$ cat src/rtl/prrt_pkg.sv
// ----------------------------------------------------------------------------
// prrt_pkg
// Shared types and constants for the pending request round-trip table.
// ----------------------------------------------------------------------------
package prrt_pkg;

    localparam int SEQ_W  = 32;
    localparam int TIME_W = 63;
    localparam int RTT_W  = 64;

    typedef struct packed {
        logic              pending;
        logic [SEQ_W-1:0]  sequence_req;
        logic [TIME_W-1:0] send_time;
    } slot_t;

    localparam int SLOT_W = $bits(slot_t);

    typedef struct packed {
        logic             hit;
        logic [RTT_W-1:0] round_trip_us;
    } match_res_t;

    typedef enum logic [1:0] {
        ST_CLEAR,
        ST_IDLE,
        ST_SCAN,
        ST_DONE
    } state_t;

    localparam logic OP_RECORD = 1'b0;
    localparam logic OP_MATCH  = 1'b1;

endpackage

$ cat src/rtl/pending_request_rtt_table.sv
// ----------------------------------------------------------------------------
// pending_request_rtt_table
// Ring of request slots; records sent requests and matches acknowledgements,
// returning found flag and round-trip time.
// ----------------------------------------------------------------------------
//  channel | dir | tdata                                  | tuser
//  s_      | in  | [31:0] sequence_req, [94:32] time_us   | operation
//  m_      | out | [63:0] round_trip_us (signed)          | found
//
//  Record word: written into the slot at the ring write pointer, no result.
//  Match word: linear scan of the slot RAM, one slot per cycle through the
//  registered read port, ending at the lowest pending slot with that sequence.
//  After reset a clearing pass writes every slot, with s_tready low.
//  A stalled result holds in the output register; records are still taken.
// ----------------------------------------------------------------------------
module pending_request_rtt_table
    import prrt_pkg::*;
#(
    parameter int SLOT_COUNT = 32
) (
    input  logic        aclk,
    input  logic        aresetn,
    input  logic        s_tvalid,
    output logic        s_tready,
    input  logic [95:0] s_tdata,   // sequence_req, time_us, zero pad
    input  logic        s_tuser,   // operation
    output logic        m_tvalid,
    input  logic        m_tready,
    output logic [63:0] m_tdata,   // round_trip_us
    output logic        m_tuser    // found
);

    localparam int IDX_W = (SLOT_COUNT > 1) ? $clog2(SLOT_COUNT) : 1;
    localparam int CNT_W = $clog2(SLOT_COUNT + 1);
    localparam logic [IDX_W-1:0] LAST_IDX = IDX_W'(SLOT_COUNT - 1);
    localparam logic [CNT_W-1:0] SLOT_CNT = CNT_W'(SLOT_COUNT);

    state_t            state_reg, state_next;
    logic [IDX_W-1:0]  wptr_reg, wptr_next;
    logic [IDX_W-1:0]  clr_reg, clr_next;
    logic [CNT_W-1:0]  issue_reg, issue_next;
    logic              chk_valid_reg, chk_valid_next;
    logic [IDX_W-1:0]  chk_idx_reg, chk_idx_next;
    logic [SEQ_W-1:0]  key_seq_reg, key_seq_next;
    logic [TIME_W-1:0] key_time_reg, key_time_next;
    logic              found_reg, found_next;
    logic [RTT_W-1:0]  rtt_reg, rtt_next;
    logic              m_valid_reg, m_valid_next;
    logic              m_found_reg, m_found_next;
    logic [RTT_W-1:0]  m_rtt_reg, m_rtt_next;

    logic              wr_en;
    logic [IDX_W-1:0]  wr_addr;
    slot_t             wr_slot;
    logic              rd_en;
    logic [IDX_W-1:0]  rd_addr;
    logic [SLOT_W-1:0] rd_data;
    slot_t             rd_slot;
    match_res_t        mres;
    logic              s_fire;
    logic [SEQ_W-1:0]  in_seq;
    logic [TIME_W-1:0] in_time;

    assign in_seq  = s_tdata[SEQ_W-1:0];
    assign in_time = s_tdata[SEQ_W+TIME_W-1:SEQ_W];
    assign rd_slot = slot_t'(rd_data);

    prrt_ram #(
        .WIDTH (SLOT_W),
        .DEPTH (SLOT_COUNT),
        .ADDR_W(IDX_W)
    ) u_ram (
        .aclk   (aclk),
        .wr_en  (wr_en),
        .wr_addr(wr_addr),
        .wr_data(SLOT_W'(wr_slot)),
        .rd_en  (rd_en),
        .rd_addr(rd_addr),
        .rd_data(rd_data)
    );

    prrt_match_unit u_match (
        .slot    (rd_slot),
        .key_seq (key_seq_reg),
        .cur_time(key_time_reg),
        .res     (mres)
    );

    always_ff @(posedge aclk) begin
        if (!aresetn) begin
            state_reg     <= ST_CLEAR;
            wptr_reg      <= '0;
            clr_reg       <= '0;
            issue_reg     <= '0;
            chk_valid_reg <= 1'b0;
            m_valid_reg   <= 1'b0;
        end else begin
            state_reg     <= state_next;
            wptr_reg      <= wptr_next;
            clr_reg       <= clr_next;
            issue_reg     <= issue_next;
            chk_valid_reg <= chk_valid_next;
            m_valid_reg   <= m_valid_next;
        end
    end

    always_ff @(posedge aclk) begin
        chk_idx_reg  <= chk_idx_next;
        key_seq_reg  <= key_seq_next;
        key_time_reg <= key_time_next;
        found_reg    <= found_next;
        rtt_reg      <= rtt_next;
        m_found_reg  <= m_found_next;
        m_rtt_reg    <= m_rtt_next;
    end

    always_comb begin
        state_next     = state_reg;
        wptr_next      = wptr_reg;
        clr_next       = clr_reg;
        issue_next     = issue_reg;
        chk_valid_next = 1'b0;
        chk_idx_next   = chk_idx_reg;
        key_seq_next   = key_seq_reg;
        key_time_next  = key_time_reg;
        found_next     = found_reg;
        rtt_next       = rtt_reg;
        m_valid_next   = m_valid_reg && !m_tready;
        m_found_next   = m_found_reg;
        m_rtt_next     = m_rtt_reg;

        s_tready = 1'b0;
        s_fire   = 1'b0;
        wr_en    = 1'b0;
        wr_addr  = clr_reg;
        wr_slot  = '0;
        rd_en    = 1'b0;
        rd_addr  = issue_reg[IDX_W-1:0];

        unique case (state_reg)
            ST_CLEAR: begin
                wr_en    = 1'b1;
                clr_next = clr_reg + IDX_W'(1);
                if (clr_reg == LAST_IDX) begin
                    state_next = ST_IDLE;
                end
            end
            ST_IDLE: begin
                s_tready = 1'b1;
                s_fire   = s_tvalid;
                if (s_fire) begin
                    if (s_tuser == OP_RECORD) begin
                        wr_en                = 1'b1;
                        wr_addr              = wptr_reg;
                        wr_slot.pending      = 1'b1;
                        wr_slot.sequence_req = in_seq;
                        wr_slot.send_time    = in_time;
                        wptr_next = (wptr_reg == LAST_IDX) ? '0 : wptr_reg + IDX_W'(1);
                    end else begin
                        key_seq_next  = in_seq;
                        key_time_next = in_time;
                        issue_next    = '0;
                        state_next    = ST_SCAN;
                    end
                end
            end
            ST_SCAN: begin
                rd_en = issue_reg < SLOT_CNT;
                if (rd_en) begin
                    issue_next     = issue_reg + CNT_W'(1);
                    chk_valid_next = 1'b1;
                    chk_idx_next   = rd_addr;
                end
                if (chk_valid_reg) begin
                    if (mres.hit) begin
                        wr_en           = 1'b1;
                        wr_addr         = chk_idx_reg;
                        wr_slot         = rd_slot;
                        wr_slot.pending = 1'b0;
                        found_next      = 1'b1;
                        rtt_next        = mres.round_trip_us;
                        chk_valid_next  = 1'b0;
                        state_next      = ST_DONE;
                    end else if (chk_idx_reg == LAST_IDX) begin
                        found_next     = 1'b0;
                        rtt_next       = '0;
                        chk_valid_next = 1'b0;
                        state_next     = ST_DONE;
                    end
                end
            end
            ST_DONE: begin
                if (!m_valid_reg || m_tready) begin
                    m_valid_next = 1'b1;
                    m_found_next = found_reg;
                    m_rtt_next   = rtt_reg;
                    state_next   = ST_IDLE;
                end
            end
            default: begin
                state_next = ST_IDLE;
            end
        endcase
    end

    assign m_tvalid = m_valid_reg;
    assign m_tuser  = m_found_reg;
    assign m_tdata  = m_rtt_reg;

endmodule

$ cat src/rtl/prrt_ram.sv
// ----------------------------------------------------------------------------
// prrt_ram
// Generic simple dual-port RAM, one write port, one registered read port.
// ----------------------------------------------------------------------------
module prrt_ram #(
    parameter int WIDTH  = 8,
    parameter int DEPTH  = 16,
    parameter int ADDR_W = (DEPTH > 1) ? $clog2(DEPTH) : 1
) (
    input  logic              aclk,
    input  logic              wr_en,
    input  logic [ADDR_W-1:0] wr_addr,
    input  logic [WIDTH-1:0]  wr_data,
    input  logic              rd_en,
    input  logic [ADDR_W-1:0] rd_addr,
    output logic [WIDTH-1:0]  rd_data
);

    logic [WIDTH-1:0] mem [DEPTH];
    logic [WIDTH-1:0] rd_data_reg;

    always_ff @(posedge aclk) begin
        if (wr_en) begin
            mem[wr_addr] <= wr_data;
        end
        if (rd_en) begin
            rd_data_reg <= mem[rd_addr];
        end
    end

    assign rd_data = rd_data_reg;

endmodule

$ cat src/rtl/prrt_match_unit.sv
// ----------------------------------------------------------------------------
// prrt_match_unit
// Shared compare and subtract: tests one slot word against the search key
// and forms the round-trip time from the stored send time.
// ----------------------------------------------------------------------------
module prrt_match_unit
    import prrt_pkg::*;
(
    input  slot_t             slot,
    input  logic [SEQ_W-1:0]  key_seq,
    input  logic [TIME_W-1:0] cur_time,
    output match_res_t        res
);

    always_comb begin
        res.hit           = slot.pending && (slot.sequence_req == key_seq);
        res.round_trip_us = {1'b0, cur_time} - {1'b0, slot.send_time};
    end

endmodule

$ cat config.mk
export PLATFORM = sky130hd
export DESIGN_NAME = pending_request_rtt_table
export DESIGN_NICKNAME = d
export VERILOG_FILES = /design/src/rtl/prrt_pkg.sv /design/src/rtl/pending_request_rtt_table.sv /design/src/rtl/prrt_ram.sv /design/src/rtl/prrt_match_unit.sv
export SDC_FILE = /design/constraint.sdc
export NUM_CORES = 2
export LEC_CHECK = 0
export ABC_AREA = 0
export CORE_ASPECT_RATIO = 1.75
export CORE_MARGIN = 1
export CORE_UTILIZATION = 45
export DETAILED_ROUTE_END_ITERATION = 6
export DONT_BUFFER_PORTS = 1
export PLACE_DENSITY_LB_ADDON = 0.12
export SYNTH_ARGS = -nofsm -noshare
export SYNTH_HDL_FRONTEND = slang
export SYNTH_HIERARCHICAL = 1
export SYNTH_SLANG_ARGS = --single-unit
$ cat constraint.sdc
create_clock -name aclk -period 8.11 [get_ports aclk]
set_input_delay 0 -clock aclk [delete_from_list [all_inputs] [get_ports aclk]]
set_output_delay 0 -clock aclk [all_outputs]
set_load 0.01 [all_outputs]
==> impl_summary.md <==
STA
The transition time of the tightest slew-check pin is ~1.3 ns. After layout, the minimum clock period comes to between 6 and 7 ns. Headroom to the max-slew limit came out at 0.107.

The worst hold slack across all endpoints is 0.0231 ns. The max-slew violation total from the final report was 0. The maximum achievable frequency is 144 MHz. Setup repair after global routing left no endpoint under its margin. Setup violations remaining at the end of the flow were counted as 0.

In the post-route analysis, the smallest setup slack over all paths is ~1.2 ns. The aggregate negative setup slack is 0 ns. The final-report hold violation count is 0. The share of the clock period used by the worst path after layout is 0.854. The setup skew after layout is roughly 0.086 ns.

Logic synthesis
Among all flip-flop cells after synthesis, the most frequent one is sky130_fd_sc_hd__edfxtp_1. By area the synthesized netlist is led by sky130_fd_sc_hd__edfxtp_1, sky130_fd_sc_hd__mux4_2, sky130_fd_sc_hd__mux2i_1. The number of nets in the synthesized netlist is ~7000.

Each instance of the synthesized netlist takes up on average a little under 20 µm². The number of unique standard cell types used by synthesis is roughly 80. The number of enable flip-flop cells after synthesis is roughly 3400.

The area of the mapped netlist is about 130000 µm². The commonest cells after synthesis are sky130_fd_sc_hd__edfxtp_1, sky130_fd_sc_hd__mux2i_1, sky130_fd_sc_hd__a22oi_1, sky130_fd_sc_hd__mux4_2, sky130_fd_sc_hd__nand3_1. The proportion of register bits with asynchronous set or reset after synthesis is 0. The proportion of synthesized chip area in sequential cells is 0.768.

sky130_fd_sc_hd__edfxtp_1 takes more of the synthesized area than any other cell. Yosys instantiated no cell more often than sky130_fd_sc_hd__edfxtp_1. The cell count after synthesis is 6838. The top cell type's share of synthesized area is 0.765. The warning count from the yosys run is 6.

The flip-flop and latch count after synthesis is between 3000 and 4000.

Finish
From synthesis to final layout, the design area changed by 12.8%. The final core utilization is 0.510. The finished cells cover 151000 µm². The register with the most flip-flops in the layout has just over 3000 of them. Counting the fill cells in the layout gives ~24000. The ratio of cells with drive above 1 in the final layout is 0.145. The number of nets at the end of the flow is about 7300.

The footprint of the multi-input gates is around 29000 µm². The sequential standard cell area is just over 100000 µm².

Min path
The worst hold path begins at s_tdata[28]. The hold-critical path endpoint is u_ram/mem[16][91]. The worst hold path depth is 1.

The path class of the lowest-slack min-delay path is input pin to flop.

Worst setup path
The largest driver fanout on the critical path is 19. In this design, the critical path's most frequently occurring cell is sky130_fd_sc_hd__nand4_1. The kind of end point of the critical path is a flop. The critical path's slowest cell is sky130_fd_sc_hd__nor4_4. The worst setup slack for register-to-register paths is about 1.2 ns. The worst register-to-register path has a depth of 12. For this run, the slowest stage of the critical path takes 1.03 ns. The signal on the critical path passes through xnor2_1 -> nand4_1 -> nor4_1 -> nand4_1 -> nor4_4 -> nand2_1 -> a221o_1 -> a222oi_1 -> inv_1 -> or3b_2 -> nor2_4 -> buf_4. The kind of launch point of the worst setup path is a flop. The worst setup path is of the flop to flop kind.

For the worst setup path, the data arrival time is between 7 and 8 ns. The startpoint of the worst-slack reg-to-reg timing path is u_ram/rd_data[90]. The required time of the critical path is approximately 8.6 ns. The end of the worst register-to-register path is u_ram/mem[28][94].

Placement
The number of buffers added on ports is 0. The instance area after placement is roughly 140000 µm². The half-perimeter wire length after placement is about 240000 µm.

Routability-driven placement finished with a final weighted congestion of 0.858. The post-placement worst setup slack is around 1.3 ns.

Clocking
The library cell used as clock root buffer is sky130_fd_sc_hd__clkbuf_16. The clock latency of the later-clocked register in the worst-skew pair is 0.93 ns. The post-CTS setup buffer count is 0. The tree built by TritonCTS fans out to roughly 3400 sinks. In this run, CTS created clock tree buffers numbering between 300 and 400.

The H-tree level count is 5. The CTS tree is built. The longest clock path from root to sink contains 4 buffers. The CTS clock-pin slew for the worst setup and hold paths is 0.06 ns.

Detailed routing
The pre-antenna-repair detailed-routing pass consisted of 7 iterations. The routed length per instance is between 30 and 40 µm. Dividing the detail-routed via count by the number of cells gives 6.27. The number of vias after detailed routing is between 70000 and 80000. The count of nets left with antenna violations once routing finished came out at 0.

After detailed routing, the number of remaining DRC violations is 2. The total routed wirelength is between 400000 and 500000 µm. The starting DRC count in detailed routing is between 8000 and 9000.

Power
The power density over cell area is ~230 nW/µm². The internal power is about 28 mW. IR analysis of the VDD net gives a maximum drop of about 0.19 mV. The switching part of the total power is 0.202.

Of the total power, the clock network draws 0.424. The combinational share of power is 0.016. Summed over all nets, the switching power comes to 6.98 mW. The share of total power dissipated in sequential elements is 0.560. In this run the static leakage power is 43.4 nW.

Global route
The total overflow left after global routing is 0. Entering global routing, the biggest net connects between 100 and 150 pins. Across every metal layer, demand over resource in global routing totals 0.284. The number of antenna violations at the first check in global routing is 53. The via count of the first global-routing pass was ~70000. The first global-routing pass estimated slightly below 600000 µm of wire.

Run
The tool flagged a number of max-cap violations equal to 0.

Status
The run finished, with violations left. The final reports fail on DRC.

Floorplanning
The die extent in x is approximately 410 µm. The floorplan step defined a core boundary enclosing 295000 µm². The effective utilization at floorplan is 0.452. The die height is approximately 720 µm. The number of primary I/O pins is approximately 170. The floorplan has approximately 260 rows. The area of the die is about 300000 µm².
==> metal layers <==
layer,track usage,vias to the layer above,share of wire
li1,-,28707,-
met1,0.351,38092,0.37
met2,0.494,2984,0.52
met3,0.0389,671,0.064
met4,0.125,24,0.048
met5,0,-,0.00040
==> cell usage in the layout, fill, tap and decap left out, types with 31 or more instances in the layout <==
cell,instances
sky130_fd_sc_hd__a21o_1,36
sky130_fd_sc_hd__a21oi_1,93
sky130_fd_sc_hd__a22o_1,144
sky130_fd_sc_hd__a22oi_1,512
sky130_fd_sc_hd__a31oi_1,61
sky130_fd_sc_hd__and2_1,79
sky130_fd_sc_hd__buf_12,68
sky130_fd_sc_hd__buf_4,102
sky130_fd_sc_hd__clkbuf_1,66
sky130_fd_sc_hd__clkbuf_16,323
sky130_fd_sc_hd__clkinv_1,70
sky130_fd_sc_hd__clkinv_2,48
sky130_fd_sc_hd__dlygate4sd3_1,172
sky130_fd_sc_hd__edfxtp_1,3398
sky130_fd_sc_hd__ha_1,74
sky130_fd_sc_hd__inv_1,89
sky130_fd_sc_hd__mux2i_1,776
sky130_fd_sc_hd__mux4_2,384
sky130_fd_sc_hd__nand2_1,73
sky130_fd_sc_hd__nand3_1,216
sky130_fd_sc_hd__nand4_1,73
sky130_fd_sc_hd__nor2_1,50
sky130_fd_sc_hd__nor2_4,43
sky130_fd_sc_hd__o21ai_0,47
sky130_fd_sc_hd__xnor2_1,62
sky130_fd_sc_hd__xor2_1,31
==> kinds of logic after synthesis <==
group | count (synthesis) | share of synthesized area
DFF | 3418 | 0.768
muxes | 1161 | 0.123
AOI/OAI and AO/OA | 983 | 0.0543
and+or+nand+nor | 635 | 0.0250
buffers and inverters | 473 | 0.0167
xor gates and xnor gates | 93 | 0.00610
adders and majority gates | 75 | 0.00709
==> worst max-delay path, delay by kind of cell (launching register included) <==
kind                      cells  cell delay, ns
and+or+nand+nor               7            3.75
AOI/OAI and AO/OA             2            0.81
xor gates and xnor gates      1            0.78
buffers and inverters         2            0.68
DFF                           1            0.40
==> worst max path at each step <==
stage | end | startpoint | slack [ns] | depth (start not counted)
4_1_cts | u_ram/mem[28][94] | u_ram/rd_data[66] | 1.26 | 12
6_report | u_ram/mem[28][94] | u_ram/rd_data[90] | 1.18 | 12
5_1_grt | u_ram/mem[28][94] | u_ram/rd_data[92] | 1.24 | 12
3_3_place_gp | u_ram/mem[9][1] | u_ram/rd_data[66] | 0.99 | 12
3_5_place_dp | u_ram/mem[28][94] | u_ram/rd_data[66] | 1.34 | 12
2_1_floorplan | u_ram/mem[28][0] | u_ram/rd_data[66] | 0.58 | 12
==> metrics by stage <==
stage | total power, mW | std cells
after CTS | 34.8 | 11207
after detailed placement | 20.2 | 10482
final | 34.6 | 11232
after global routing | 35.4 | 11223
after floorplan | 20.0 | 6838
after global placement | 20.2 | 10481
==> power by group through the flow <==
| stage | Clock [mW] | Combinational (mW) | Sequential [mW] |
|---|---|---|---|
| 2_1_floorplan | 0 | 0.223 | 19.8 |
| 3_3_place_gp | 0 | 0.419 | 19.7 |
| 3_5_place_dp | 0 | 0.422 | 19.7 |
| 4_1_cts | 14.9 | 0.557 | 19.4 |
| 5_1_grt | 15.5 | 0.567 | 19.4 |
| 6_report | 14.6 | 0.550 | 19.4 |
==> cell type report <==
| cell class | instances | share of cell area |
|---|---|---|
| inverter | 90 | 0.00228 |
| multi-input combinational | 2947 | 0.194 |
| timing repair buffer | 342 | 0.0256 |
| sequential | 3418 | 0.681 |
| clock buffer | 389 | 0.0553 |
| clock inverter | 164 | 0.00961 |
| tap | 3857 | 0.0321 |
| antenna | 25 | 0.000416 |
==> timing repair <==
| action | in CTS | in global routing |
|---|---|---|
| hold endpoints to repair | 2658 | 0 |
| gates resized for setup | 0 | 0 |
| hold buffers | 172 | 0 |
| endpoints found under the setup margin | 0 | 0 |
Power figures use the tool's default switching activity.
